===== config.mk =====
export PLATFORM = sky130hd
export DESIGN_NAME = settings_save_commit_gate_core
export DESIGN_NICKNAME = d
export VERILOG_FILES = /design/src/rtl/sscg_pkg.sv /design/src/rtl/sscg_eval.sv /design/src/rtl/settings_save_commit_gate_core.sv
export SDC_FILE = /design/constraint.sdc
export NUM_CORES = 1
export LEC_CHECK = 0
export BUFFER_PORTS_ARGS = -buffer_cell sky130_fd_sc_hd__buf_2
export CAP_MARGIN = 30
export CORE_ASPECT_RATIO = 0.6
export CORE_MARGIN = 1
export CORE_UTILIZATION = 57
export CTS_CLUSTER_DIAMETER = 30
export DETAILED_ROUTE_END_ITERATION = 6
export PLACE_DENSITY = 0.83
export SYNTH_ARGS = -nofsm -noshare
export SYNTH_HDL_FRONTEND = slang
export SYNTH_SLANG_ARGS = --single-unit

===== constraint.sdc =====
create_clock -name clk -period 4.5 [get_ports clk]
set_input_delay 0 -clock clk [delete_from_list [all_inputs] [get_ports clk]]
set_output_delay 0 -clock clk [all_outputs]
set_load 0.05 [all_outputs]

===== src/rtl/sscg_pkg.sv =====
// types and constants shared by the settings commit gate
`default_nettype none

package sscg_pkg;

    typedef enum logic [1:0] {
        EV_TOUCH  = 2'd0,
        EV_CLEAR  = 2'd1,
        EV_GATE   = 2'd2,
        EV_RESULT = 2'd3
    } func_t;

    typedef enum logic [1:0] {
        MODE_IDLE   = 2'd0,
        MODE_SOFT   = 2'd1,
        MODE_LAST   = 2'd2,
        MODE_FORCED = 2'd3
    } mode_t;

    typedef enum logic [2:0] {
        DEC_NONE        = 3'd0,
        DEC_DEFER_QUIET = 3'd1,
        DEC_DEFER_LOG   = 3'd2,
        DEC_WRITE       = 3'd3,
        DEC_WAKE_WRITE  = 3'd4
    } decision_t;

    // register index taken from paddr[2]
    typedef enum logic {
        REG_DEBOUNCE = 1'b0,
        REG_LIMIT    = 1'b1
    } reg_index_t;

    localparam logic [31:0] DEBOUNCE_RESET = 32'd3000000;
    localparam logic [3:0]  LIMIT_RESET    = 4'd3;
    localparam logic [3:0]  COUNT_MAX      = 4'd15;

    typedef struct packed {
        func_t       func;
        logic [31:0] now_time;
        mode_t       mode;
        logic        parked;
        logic        battery;
        logic        writable;
        logic        failed;
    } item_t;

    typedef struct packed {
        logic       pending;
        logic [3:0] failure_count;
        logic       deferral_reported;
    } flags_t;

    typedef struct packed {
        decision_t decision;
        logic      retry_pending;
        logic      pending;
    } result_t;

endpackage

`default_nettype wire


===== src/rtl/sscg_eval.sv =====
// event evaluation: decision logic and next state for one request
`default_nettype none

module sscg_eval
    import sscg_pkg::*;
#(
    parameter int TIME_BITS = 32
)(
    input  wire item_t                  item,
    input  wire flags_t                 flags,
    input  wire logic [TIME_BITS-1:0]   change_time,
    input  wire logic [31:0]            debounce_time,
    input  wire logic [3:0]             failure_limit,
    output flags_t                      flags_next,
    output logic [TIME_BITS-1:0]        change_time_next,
    output result_t                     result
);

    localparam int EXT_BITS = (TIME_BITS > 32) ? TIME_BITS : 32;

    logic [EXT_BITS-1:0]  now_ext;
    logic [EXT_BITS-1:0]  debounce_ext;
    logic [TIME_BITS-1:0] now_t;
    logic [TIME_BITS-1:0] debounce_t;
    logic [TIME_BITS-1:0] age;
    logic                 idle_hold;
    logic                 park_hold;
    logic                 battery_hold;
    logic [3:0]           count_inc;
    logic                 give_up;

    // time values live modulo 2^TIME_BITS
    assign now_ext      = EXT_BITS'(item.now_time);
    assign debounce_ext = EXT_BITS'(debounce_time);
    assign now_t        = now_ext[TIME_BITS-1:0];
    assign debounce_t   = debounce_ext[TIME_BITS-1:0];
    assign age          = now_t - change_time;

    assign idle_hold    = (item.mode == MODE_IDLE) && (age < debounce_t);
    assign park_hold    = ((item.mode == MODE_IDLE) || (item.mode == MODE_SOFT))
                          && item.parked;
    assign battery_hold = (item.mode != MODE_LAST) && !item.battery;

    assign count_inc = (flags.failure_count < COUNT_MAX) ?
                       flags.failure_count + 4'd1 : flags.failure_count;
    assign give_up   = (count_inc >= failure_limit);

    always_comb
    begin
        flags_next           = flags;
        change_time_next     = change_time;
        result.decision      = DEC_NONE;
        result.retry_pending = 1'b0;
        unique case (item.func)
            EV_TOUCH:
            begin
                flags_next.pending       = 1'b1;
                flags_next.failure_count = 4'd0;
                change_time_next         = now_t;
            end
            EV_CLEAR:
            begin
                flags_next.pending       = 1'b0;
                flags_next.failure_count = 4'd0;
            end
            EV_GATE:
            begin
                if (!flags.pending || idle_hold || park_hold)
                begin
                    result.decision = DEC_NONE;
                end
                else if (battery_hold)
                begin
                    if (flags.deferral_reported)
                    begin
                        result.decision = DEC_DEFER_QUIET;
                    end
                    else
                    begin
                        result.decision              = DEC_DEFER_LOG;
                        flags_next.deferral_reported = 1'b1;
                    end
                end
                else
                begin
                    flags_next.deferral_reported = 1'b0;
                    if (!item.writable)
                    begin
                        // no file to write: drop the change
                        flags_next.pending       = 1'b0;
                        flags_next.failure_count = 4'd0;
                    end
                    else
                    begin
                        result.decision = item.parked ? DEC_WAKE_WRITE : DEC_WRITE;
                    end
                end
            end
            EV_RESULT:
            begin
                if (!item.failed || give_up)
                begin
                    flags_next.pending       = 1'b0;
                    flags_next.failure_count = 4'd0;
                end
                else
                begin
                    flags_next.pending       = 1'b1;
                    flags_next.failure_count = count_inc;
                    change_time_next         = now_t;
                    result.retry_pending     = 1'b1;
                end
            end
            default:
            begin
                flags_next = flags;
            end
        endcase
        result.pending = flags_next.pending;
    end

endmodule

`default_nettype wire


===== src/rtl/settings_save_commit_gate_core.sv =====
// top level of the settings commit gate: handshake, config registers, state
//
//   channel   direction  handshake              payload
//   input     in         in_valid / in_ready    func now_time commit_mode drive_parked
//                                               battery_good store_writable write_failed
//   output    out        out_valid / out_ready  decision retry_pending pending
//   config    in/out     psel penable pwrite    paddr pwdata prdata pready
//
// one request per cycle while the output is not stalled; a request is captured in an input register
// and its result is then registered in the output register
// the state update between the two registers is one subtract-compare and a 4-bit counter step
// reset clears state and both valid flags; config returns to its reset values
// a stalled output holds its result while the input register takes one more request
`default_nettype none

module settings_save_commit_gate_core
    import sscg_pkg::*;
#(
    parameter int TIME_BITS = 32
)(
    input  wire logic        clk,
    input  wire logic        rst_n,

    input  wire logic        in_valid,
    output logic             in_ready,
    input  wire logic [1:0]  func,
    input  wire logic [31:0] now_time,
    input  wire logic [1:0]  commit_mode,
    input  wire logic        drive_parked,
    input  wire logic        battery_good,
    input  wire logic        store_writable,
    input  wire logic        write_failed,

    output logic             out_valid,
    input  wire logic        out_ready,
    output logic [2:0]       decision,
    output logic             retry_pending,
    output logic             pending,

    input  wire logic        psel,
    input  wire logic        penable,
    input  wire logic        pwrite,
    input  wire logic [2:0]  paddr,
    input  wire logic [31:0] pwdata,
    output logic [31:0]      prdata,
    output logic             pready
);

    logic [31:0]          debounce_reg;
    logic [3:0]           limit_reg;
    item_t                item_reg;
    logic                 item_valid_reg;
    flags_t               flags_reg;
    flags_t               flags_next;
    logic [TIME_BITS-1:0] change_time_reg;
    logic [TIME_BITS-1:0] change_time_next;
    result_t              result_reg;
    result_t              result_next;
    logic                 out_valid_reg;
    logic                 advance;
    logic                 cfg_write;
    reg_index_t           cfg_index;

    assign pready    = 1'b1;
    assign cfg_write = psel && penable && pwrite;
    assign cfg_index = reg_index_t'(paddr[2]);

    always_comb
    begin
        unique case (cfg_index)
            REG_DEBOUNCE: prdata = debounce_reg;
            REG_LIMIT:    prdata = {28'd0, limit_reg};
            default:      prdata = 32'd0;
        endcase
    end

    always_ff @(posedge clk or negedge rst_n)
    begin
        if (!rst_n)
        begin
            debounce_reg <= DEBOUNCE_RESET;
            limit_reg    <= LIMIT_RESET;
        end
        else if (cfg_write)
        begin
            unique case (cfg_index)
                REG_DEBOUNCE: debounce_reg <= pwdata;
                REG_LIMIT:    limit_reg    <= pwdata[3:0];
                default:      debounce_reg <= debounce_reg;
            endcase
        end
    end

    // the item register moves on whenever the output register is free or draining
    assign advance  = !out_valid_reg || out_ready;
    assign in_ready = !item_valid_reg || advance;

    always_ff @(posedge clk or negedge rst_n)
    begin
        if (!rst_n)
        begin
            item_valid_reg <= 1'b0;
        end
        else if (in_ready)
        begin
            item_valid_reg <= in_valid;
        end
    end

    always_ff @(posedge clk)
    begin
        if (in_valid && in_ready)
        begin
            item_reg.func     <= func_t'(func);
            item_reg.now_time <= now_time;
            item_reg.mode     <= mode_t'(commit_mode);
            item_reg.parked   <= drive_parked;
            item_reg.battery  <= battery_good;
            item_reg.writable <= store_writable;
            item_reg.failed   <= write_failed;
        end
    end

    sscg_eval #(
        .TIME_BITS (TIME_BITS)
    ) u_eval (
        .item             (item_reg),
        .flags            (flags_reg),
        .change_time      (change_time_reg),
        .debounce_time    (debounce_reg),
        .failure_limit    (limit_reg),
        .flags_next       (flags_next),
        .change_time_next (change_time_next),
        .result           (result_next)
    );

    always_ff @(posedge clk or negedge rst_n)
    begin
        if (!rst_n)
        begin
            flags_reg       <= '0;
            change_time_reg <= '0;
            out_valid_reg   <= 1'b0;
        end
        else if (advance)
        begin
            out_valid_reg <= item_valid_reg;
            if (item_valid_reg)
            begin
                flags_reg       <= flags_next;
                change_time_reg <= change_time_next;
            end
        end
    end

    always_ff @(posedge clk)
    begin
        if (advance && item_valid_reg)
        begin
            result_reg <= result_next;
        end
    end

    assign out_valid     = out_valid_reg;
    assign decision      = result_reg.decision;
    assign retry_pending = result_reg.retry_pending;
    assign pending       = result_reg.pending;

endmodule

`default_nettype wire


==> flow_metrics.tcl, run 1 <==
set metrics [dict create \
    status "completed" \
    synth_area_leader_cell "dfrtp_1" \
    cts_tree "done" \
    cts_sinks 121 \
    totalWireLength_mm 18.67 \
    maxSlewHeadroom_pct 50.28 \
    vias_per_cell 5.636 \
    grt_util_met2_pct 46.70 \
    synth.area.top_cells "dfrtp_1, edfxtp_1, ha_1, mux2_2, dfstp_2" \
    cts_max_path_buffers 2 \
    area_delta_synth_final_pct 33.55 \
    dp_hpwl_mm 12.36 \
    grt_max_degree 77 \
    skew_ps 10.57 \
    num_vias 5929 \
    synth-async-reset-ratio_pct 62.81 \
    portBuffers 118 \
    synth_compound_area_share_pct 13.38 \
    cts_buffers 17 \
    avgSynthCellArea_um2 10.80 \
    power_leakage_nw 4.490 \
    path_max_fanout 4 \
    grt_pass1_vias 5874 \
    layout-drive-gt1-share_pct 31.91 \
    start_kind "flip-flop" \
    worstSetupEndpointType "flip-flop" \
    tns_ps 0 \
    synth_ff_type "dfrtp_1" \
    core-area_um2 12180 \
    fmax_mhz 228.4 \
    netlist_instances 664 \
    power.total_mw 5.295 \
    ys_types 61 \
    synthXorXnorAreaFrac_pct 3.418 \
    met1_usage_pct 39.50 \
    synthSimpleGateAreaFrac_pct 9.418 \
    grt_usage_pct 29.00 \
    slew_viol_final 0 \
    die_h_um 88.90 \
    placementRows 31 \
    ys_seq_area_share_pct 45.55 \
    overflow 0 \
    cpPeakStageDelay_ps 430 \
    fillers 764 \
    dr.pass1.iters 5 \
    grt_antenna_before_repair 0 \
    start_util_pct 58.91 \
    crit_slowest_cell "a2111oi_4" \
    setup_violations 0 \
    finalNonFillerCells 1052 \
    die_w_um 146.8 \
    worstSetupPathType "flip-flop to flip-flop" \
    grt_pass1_wl_mm 29.01 \
    num_antenna_cells 0 \
    wl_per_cell_um 17.74 \
    hold_path_startpoint "pwrite" \
    synth_top_cell_area_share_pct 22.32 \
    clk_latency_ps 410 \
    critPathLaunch "change_time_reg[0]" \
    busiest_layer "met2" \
    tightest_slew_ps 738.0 \
    remaining_drc_errors 0 \
    hold_violations 0 \
    gp_congestion 0.9384 \
    required_ps 4790 \
    grt_setup_unrepaired "yes" \
    worstPathArrival_ps 4670 \
    fin_util_pct 78.67 \
    fin_nets 1024 \
    ant_nets 0 \
    dieArea_um2 13050 \
    hp-class "primary input to flip-flop" \
    largest_register_ffs 40 \
    syn_area_um2 7174 \
    placed_cells 935 \
    r2r_start "change_time_reg[0]" \
    clk_pin_slew_ps 50 \
    drt_iter0_drc 515 \
    mostFrequentLayoutCell "buf_2" \
    muxShareOfSynthArea_pct 11.13 \
    drv_cap 0 \
    ir_drop_mv 0.2696 \
    synth_top_family_by_area "compound AO/OA/AOI/OAI gates" \
    io_pins 122 \
    synth_fp_nets 814 \
    min_period_ps 4378 \
    finalCritPeriodShare_pct 97.29 \
    synth-adder-area-share_pct 11.96 \
    yosys_warnings 0 \
    final_cell_mix "buf_2, dlygate4sd3_1, inv_1" \
    h-tree-depth 4 \
    p_per_area_nw_per_um2 552.6 \
    cts-root-buf "clkbuf_16" \
    synth_edf_count 45 \
    ys_seq_elements 121 \
    use_met3_pct 6.020 \
    crit_chain "ha_2 -> inv_1 -> fa_2 -> a21oi_2 -> nand4b_1 -> a2111oi_2 -> buf_4 -> o21ai_2 -> nand4_1 -> o211ai_2 -> xnor2_1 -> ha_1 -> nand4_1 -> nor2_1 -> nand2_2 -> o211ai_1 -> a21oi_2 -> a2111oi_4 -> o21ai_2 -> a32o_1" \
]
[stage by stage]
stage	hold slack (ps)	worst slack [ps]	instance area, um^2
final	158.7	121.9	9582
after global placement	176.5	146.8	7948
after CTS	146.2	12.48	9300
after detailed placement	178.1	-43.89	7968
after floorplan	-295.6	484.1	7174
after global routing	164.5	-108.8	9582
[Yosys cell counts, types with 6 or more instances]
cell type	count
inv_1	77
mux2_2	70
ha_1	67
dfrtp_1	64
nor2_1	56
edfxtp_1	45
a21oi_1	41
a21o_1	30
nand2_1	22
o21ai_0	20
xnor2_1	16
clkbuf_1	14
dfstp_2	12
nand4_1	12
xor2_1	12
nor2b_1	10
nand2b_1	7
nand3_1	7
a31oi_1	6
nor3_1	6
[routing by layer]
layer | share of wire (%) | wire length, um
met2 | 47 | 8832
met3 | 6.8 | 1260
met1 | 44 | 8232
met5 | 0 | 0
met4 | 1.8 | 340
[worst max-delay path: cells and delay by family (launching register included)]
family / cells / cell delay [ps]
DFF: 1 / 390
xor gates and xnor gates: 1 / 210
buffers and inverters: 2 / 280
AOI/OAI and AO/OA: 9 / 1760
and+or+nand+nor: 5 / 830
adders and majority gates: 3 / 780
[area by class of cell]
cell class                 instances  area, um^2  share of cell area (%)
multi-input combinational        447        3741                   39.04
inverter                          77       289.0                   3.016
timing repair buffer             210        1509                   15.75
tap                              165       206.4                   2.155
sequential                       121        3268                   34.11
clock inverter                     9       100.1                   1.045
clock buffer                      23       467.9                   4.884
[what timing repair did]
item,in CTS,in global routing
hold buffers,76,1
hold endpoints to repair,142,2
pin swaps,1,30
setup endpoints to repair,4,10
resized for setup,2,34
setup buffers,0,7
[report_power, final]
| group | internal, mW | switching [mW] |
|---|---|---|
| Sequential | 1.37 | 0.118 |
| Clock | 0.838 | 0.477 |
| Combinational | 1.08 | 1.41 |
| Total | 3.29 | 2.01 |
[path summary, 6_finish.rpt]
kind	endpoint	cells after the start	slack [ps]
max reg2reg	flags_reg[4]	20	120
min	limit_reg[2]	3	160
max in group asynchronous	debounce_reg[21]	4	3420
min in group asynchronous	debounce_reg[0]	3	490
min reg2reg	debounce_reg[23]	1	510
max	flags_reg[4]	20	120
[cell families after synthesis]
logic type               Yosys count
other                              1
buffers and inverters             96
multiplexers                      71
AO/OA/AOI/OAI                    141
adder cells (fa/ha/maj)           68
XOR/XNOR                          28
AND/OR/NAND/NOR                  138
flip-flops                       121
Power figures use the tool's default switching activity.
==> run 2: changes to the inputs <==
--- a/config.mk
+++ b/config.mk
@@ -5,6 +5,7 @@
 export SDC_FILE = /design/constraint.sdc
 export NUM_CORES = 1
 export LEC_CHECK = 0
+export ABC_AREA = 1
 export BUFFER_PORTS_ARGS = -buffer_cell sky130_fd_sc_hd__buf_2
 export CAP_MARGIN = 30
 export CORE_ASPECT_RATIO = 0.6
==> run 2 against run 1 <==
Against the previous run:
- non-clock buffer count shrank 13
- global-route usage grew 0.86 points
- fmax grew 20%
- final cell count grew 17%
- combinational power shrank 3%
- first-iteration DRC count shrank 30%
- routed wire length grew 1.1%
- die area grew 2.5%
- flip-flop and latch count is the same
==> flow_metrics.tcl, run 2 <==
set metrics [dict create \
    io_pins 122 \
    cts_max_path_buffers 2 \
    portBuffers 118 \
    mostFrequentLayoutCell "nor2_1" \
    num_vias 6565 \
    clk_pin_slew_ps 60 \
    worstSetupPathType "flip-flop to flip-flop" \
    clk_latency_ps 420 \
    cts_resized 0 \
    tightest_slew_ps 981.2 \
    grt_usage_pct 29.85 \
    worstSetupEndpointType "flip-flop" \
    layout-drive-gt1-share_pct 19.38 \
    largest_register_ffs 40 \
    die_w_um 148.7 \
    synth-async-reset-ratio_pct 62.81 \
    start_util_pct 59.82 \
    crit_top_cell "nand2_1" \
    setup_violations 0 \
    synth.area.top_cells "dfrtp_1, edfxtp_1, ha_1, nor2_1, nand2_1" \
    ant_nets 0 \
    met3_length_mm 1.300 \
    avgSynthCellArea_um2 8.593 \
    synth_most_common_cell "nor2_1" \
    drt_iter0_drc 361 \
    placed_cells 1125 \
    grt_pass1_wl_mm 30.85 \
    synth_area_leader_cell "dfrtp_1" \
    h-tree-depth 4 \
    fin_nets 1205 \
    finalCritPeriodShare_pct 81.35 \
    dieArea_um2 13380 \
    final_cell_mix "nor2_1, nand2_1, inv_1" \
    worstPathArrival_ps 3970 \
    wl_per_cell_um 15.29 \
    placementRows 31 \
    drv_cap 0 \
    required_ps 4810 \
    skew_ps 9.915 \
    min_period_ps 3661 \
    synth_fp_nets 1006 \
    maxSlewHeadroom_pct 34.52 \
    ir_drop_mv 0.3007 \
    ys_top_cells_by_count "nor2_1, nand2_1, inv_1" \
    path_max_fanout 5 \
    synth_top_cell_area_share_pct 21.77 \
    status "completed" \
    cts_setup_buffers 0 \
    slew_viol_final 0 \
    start_kind "flip-flop" \
    yosys_warnings 0 \
    netlist_instances 856 \
    core-area_um2 12300 \
    area_delta_synth_final_pct 28.29 \
    hp-class "primary input to asynchronous set/reset pin" \
    dr.pass1.iters 5 \
    cts_tree "done" \
    met1_length_mm 8.748 \
    grt_setup_unrepaired "no" \
    ys_seq_elements 121 \
    p_per_area_nw_per_um2 550.0 \
    grt_antenna_before_repair 1 \
    ys_seq_area_share_pct 44.43 \
    crit_slowest_cell "fa_1" \
    die_h_um 90.00 \
    grt_max_degree 77 \
    cts_buffers 17 \
    finalNonFillerCells 1234 \
    dp_hpwl_mm 12.25 \
    overflow 0 \
    grt_pass1_vias 6366 \
    totalWireLength_mm 18.87 \
    syn_area_um2 7356 \
    fmax_mhz 273.2 \
    hold_violations 0 \
    ys_types 45 \
    synth_edf_count 45 \
    gp_congestion 0.8900 \
    vias_per_cell 5.320 \
    cts-root-buf "clkbuf_16" \
    power_leakage_nw 4.768 \
    cpPeakStageDelay_ps 390 \
    wl_met2_mm 8.482 \
    cts_sinks 121 \
    topRoutingLayerUsed "met4" \
    synth_ff_type "dfrtp_1" \
    remaining_drc_errors 0 \
    tns_ps 0 \
]
==> run 2: cell count changes after synthesis, moves of 10 or more <==
cell	delta
nand2_1	+111
a21oi_2	+28
nor2_1	+78
inv_1	+50
nor2b_1	-10
nand3_1	+11
o21ai_0	+18
a21o_1	-28
mux2_2	-69
a21oi_1	+48
==> run 2: cells by family after synthesis <==
logic type,after synthesis,synth area share (%)
AO/OA/AOI/OAI,179,14.71
XOR/XNOR,30,3.572
adder cells (fa/ha/maj),68,11.67
buffers and inverters,144,7.978
flip-flops,121,44.43
multiplexers,1,0.1531
other,1,0.05098
AND/OR/NAND/NOR,312,17.44
==> run 2: worst max-delay path: cells and delay by family, from the launching register on <==
family | cells | cell delay (ps)
adders and majority gates | 3 | 850
xor gates and xnor gates | 1 | 170
and+or+nand+nor | 17 | 1800
DFF | 1 | 350
buffers and inverters | 2 | 140
AOI/OAI and AO/OA | 2 | 250
==> run 2: layout make-up <==
class,count,area (um^2)
clock inverter,12,126.4
sequential,121,3268
multi-input combinational,591,3503
clock buffer,20,446.7
tap,165,206.4
inverter,127,476.7
fill,873,2859
timing repair buffer,197,1406
antenna,1,2.502
==> run 2: final timing paths <==
check | startpoint | end | slack (ps) | cells past startpoint
worst max-delay path | item_reg[6] | flags_reg[1] | 840 | 25
worst min-delay path | rst_n | debounce_reg[4] | 100 | 2
worst max register to register | item_reg[6] | flags_reg[1] | 840 | 25
worst min register to register | item_valid_reg | out_valid | 480 | 2
max in group asynchronous | rst_n | debounce_reg[16] | 3730 | 3
min in group clk | penable | limit_reg[0] | 180 | 4
==> run 2: per-layer routing <==
layer  vias to the layer above  track usage (%)
met5                         -                0
met4                         0            11.43
met3                        27            5.279
li1                       3199                -
met1                      3072            41.20
met2                       267            46.85
==> run 2: metrics by stage <==
stage | cell area [um^2] | util (%) | worst slack, ps | hold WS [ps] | total power [mW]
2_1_floorplan | 7356 | - | 1420 | -295.6 | 3.214
3_3_place_gp | 8063 | 65.57 | 1020 | 176.0 | 3.665
3_5_place_dp | 8090 | 65.80 | 975.5 | 178.1 | 3.739
4_1_cts | 9414 | 76.56 | 910.7 | 139.6 | 5.139
5_1_grt | 9437 | 76.75 | 571.6 | 160.7 | 5.553
6_report | 9437 | 76.75 | 839.4 | 97.99 | 5.190
==> run 2: power breakdown <==
part,internal [mW],switching (mW)
sequential,1.38,0.0784
clock,0.825,0.501
combinational,0.872,1.54
==> run 2: timing repair <==
| item | in CTS | in global routing |
|---|---|---|
| endpoints found under the hold margin | 142 | 0 |
| hold buffers | 75 | 0 |
| endpoints found under the setup margin | 0 | 0 |
